==> src/hw/rtl/bba_ram.sv <==
// Simple dual-port synchronous RAM with one write port and a registered read port.
`default_nettype none

module bba_ram #(
    parameter int DW    = 8,
    parameter int AW    = 4,
    parameter int DEPTH = 16
) (
    input  wire logic          aclk,
    input  wire logic          we,
    input  wire logic [AW-1:0] waddr,
    input  wire logic [DW-1:0] wdata,
    input  wire logic [AW-1:0] raddr,
    output logic      [DW-1:0] rdata
);

    logic [DW-1:0] mem [DEPTH];
    logic [DW-1:0] rdata_reg;

    always_ff @(posedge aclk) begin
        if (we) begin
            mem[waddr] <= wdata;
        end
        rdata_reg <= mem[raddr];
    end

    assign rdata = rdata_reg;

endmodule

`default_nettype wire

==> config.mk <==
export PLATFORM = sky130hd
export DESIGN_NAME = bba_ram
export DESIGN_NICKNAME = d
export VERILOG_FILES = /design/src/hw/rtl/bba_ram.sv
export SDC_FILE = /design/constraint.sdc
export NUM_CORES = 1
export LEC_CHECK = 0
export BUFFER_PORTS_ARGS = -buffer_cell sky130_fd_sc_hd__clkbuf_2
export CAP_MARGIN = 0
export CORE_MARGIN = 2
export CORE_UTILIZATION = 47
export CTS_CLUSTER_SIZE = 14
export DETAILED_ROUTE_END_ITERATION = 7
export PLACE_DENSITY = 0.66
export SLEW_MARGIN = 20
export SYNTH_ARGS = -nofsm -noshare
export SYNTH_HDL_FRONTEND = slang
export SYNTH_SLANG_ARGS = --single-unit
==> constraint.sdc <==
create_clock -name aclk -period 4.4 [get_ports aclk]
set_clock_uncertainty 0.15 [all_clocks]
set_input_delay 0.44 -clock aclk [delete_from_list [all_inputs] [get_ports aclk]]
set_output_delay 0.44 -clock aclk [all_outputs]
set_load 0.02 [all_outputs]
==> Word level (Yosys, flattened, before mapping) <==
Memory sizes are Yosys's and may differ from the RTL's. A register that Yosys moved wholly into a read port is not among the register bits.
Cells that the tools add are included.
{ "totals": {"wordCells": 3, "output_inout_bits": 8, "mem_count": 1, "input_bits": 18, "regBits": 0, "ramBits": 128} }
{ "classes": {"mux": 2} }
{ "memory_table": {"columns": ["name", "depth", "word_bits", "read_ports", "rd_clocked_by_memory_dff", "write_ports", "line_no", "text"], "rows": [
  ["mem", 16, 8, 1, 1, 1, "17", "logic [DW-1:0] mem [DEPTH];"]
]} }
{ "ops": {"columns": ["cell", "count"], "rows": [
  ["1-bit two-way mux", 2]
]} }

==> Depth between registers and ports, before layout <==
{ "logic_depth": {"depth_word": 2, "mapped_depth": 5, "ltp_nobuf": 3} }

==> Worst setup path after synthesis <==
OpenSTA, ideal clock, no wires.
{ "synth_path": {"kind": "input port to flip-flop", "from": "input port waddr[2]", "to": "memory mem[0][0] (enable)", "setup_slack_ps": 2317, "path_buffers": 0, "t_required_ps": 3867, "arrival_ps": 1550, "cell_stages": 2, "setup_ps": 383, "cell_sequence": "or3b_2 > nor3_1"} }
{ "synth_rtl": {"columns": ["item", "line_no", "text"], "rows": [
  ["from (decl)", "11", "input wire logic [AW-1:0] waddr,"],
  ["to (decl)", "17", null]
]} }
Straight into the memory's write port.

==> reports/results.ini <==
[power_and_ir_drop]
vdd_drop_max_v=0.0002286
cellPowerDensity_nw_per_um2=504.3
p_leak_uw=0.002009

[routing]
vias_per_cell=5.723
wl_per_cell_um=23.01
num_vias=2398
drtAntennaViolNets=0
dr.pass1.iters=4
drc=0
routed_wirelength_um=9640
drt-initial-drc-count=193

[yosys]
postSynthAreaPerCell_um2=22.48
syn_nets=247
async_reset_ff_share_pct=0
syn_area_um2=5147
ys_types=19
synthTopCellsByArea=edfxtp_1, mux4_2, mux4_1, dfxtp_1, a22oi_1
ys_warn_count=0
synth.most_common_cell=edfxtp_1
ys_seq_area_share_pct=77.78
synth_flop_cell=edfxtp_1
yosysTopAreaCell=edfxtp_1
synth_edf_count=128
synthTopCellsByCount=edfxtp_1, mux4_2, a22oi_1, mux4_1, nor2_1
synthCells=229
ys_seq_elements=136
synth_top_area_share_pct=74.67

[floorplanning]
core_area_um2=10750
start_util_pct=47.90
io-pin-count=26
die_h_um=108.7
dieWidth_um=108.7
dieArea_um2=11800
num_rows=38

[setup_path]
reg2reg_depth=3
critPathLaunch=raddr[0]
critPathKind=in2reg
cp-start-kind=input port
crit_required_ps=4650
path_max_fanout=20
cp.arrival_ps=2270
rrSetupSlack_ps=2890
r2r_start=mem[5][1]$_DFFE_PP_
critPathCaptureType=register

[cells_and_area]
largest_register_ffs=128
fin_nets=284
layout-drive-gt1-share_pct=27.24
design_area_um2=6001
antenna_cells=0
syn_to_final_growth_pct=16.58
final_core_util_pct=55.85

[timing]
relSlewSlack_pct=29.80
finalWorstSetupSlack_ps=2375
final_hold_viol_count=0
post-route-period-util_pct=46.02
setup_viol=0
slew_viol_final=0
hold_ws_ps=204.4
tightest_slew_ps=1049
fmax_mhz=493.8
tns_ps=0
period_needed_ps=2025
rsz0062_at_grt=no

[worst_hold_path]
hold_path_depth=1
min_path_type=in2reg
min_from=wdata[0]

[status]
outcome=completed

[clock_network]
clock_sinks=136
htreeDepth=4
clkTransAtPathRegs_ps=60
cts_tree=done
hold_buffers=0
cts_buffers=17
clock_latency_ps=510
cts_post_setup_buffers_inserted=0
cts_resized=0
cts_root_buf=clkbuf_8
clk_path_buf_depth=2

[grt]
antenna_found_initial=0
grt_pass1_wl_um=14860
grt_overflow=0
grt_max_degree=33
first_global_vias=2517
grt_usage_pct=18.60

[job]
maxCapViolations=0

[placed_design]
place_area_um2=5394
hpwl_um=6024
gp_congestion=0.6912
port_buffers=25
dp_slack_ps=1797

[worst max-delay path: stages]
cell	delay, ps
clkbuf_2	570
buf_4	380
mux4_1	580
a22oi_1	200
nand2_1	70
[report_power, final]
group	leakage [µW]	switching [µW]	internal, µW
clock	0.000293	483	949
combinational	0.000492	83.6	52.4
sequential	0.00122	7.85	1450
[path summary, 6_finish.rpt]
kind	endpoint
worst max register to register	rdata[1]$_DFF_P_
worst max-delay path	rdata[4]$_DFF_P_
worst min-delay path	mem[5][0]$_DFFE_PP_
worst min register to register	rdata[1]$_DFF_P_
[cell type report]
type	instances	area, µm²
clock inverters	8	146.4
fillers	840	4745
clock buffers	24	460.4
flip-flops and latches	136	4004
well taps	140	175.2
multi-input cells	83	1067
repair buffers	28	147.6
[per-layer routing]
layer	global-route usage, %	share of wire (%)
met1	25.99	44
met5	0	0
met3	4.005	4.6
met2	27.99	48
met4	9.432	2.7
[placed cells by master (no fill, tap or decap)]
| master | count |
|---|---|
| a22oi_1 | 16 |
| and2_1 | 1 |
| and2b_1 | 1 |
| buf_4 | 3 |
| bufinv_16 | 4 |
| clkbuf_1 | 5 |
| clkbuf_16 | 16 |
| clkbuf_2 | 25 |
| clkbuf_8 | 3 |
| clkinv_2 | 2 |
| clkinv_4 | 1 |
| clkinvlp_4 | 1 |
| dfxtp_1 | 8 |
| edfxtp_1 | 128 |
| mux4_1 | 14 |
| mux4_2 | 18 |
| nand2_1 | 9 |
| nand2b_1 | 2 |
| nand3_1 | 1 |
| nand3b_1 | 2 |
| nor2_1 | 13 |
| nor2b_1 | 1 |
| nor3_1 | 2 |
| nor3_2 | 2 |
| or3b_2 | 1 |
[through the flow]
stage	total power, µW	std cells
global placement	1618	387
CTS	3048	419
floorplan	1566	229
finish	3026	419
global route	3120	419
detailed placement	1622	387
[logic make-up (layout without fill, tap and decap cells)]
family	Yosys count	count (layout)	share of synthesized area, %
AND/OR/NAND/NOR	35	35	3.184
buffers and inverters	10	60	1.677
flip-flops	136	136	77.78
AO/OA/AOI/OAI	16	16	2.334
multiplexers	32	32	15.02
Power figures use the tool's default switching activity.
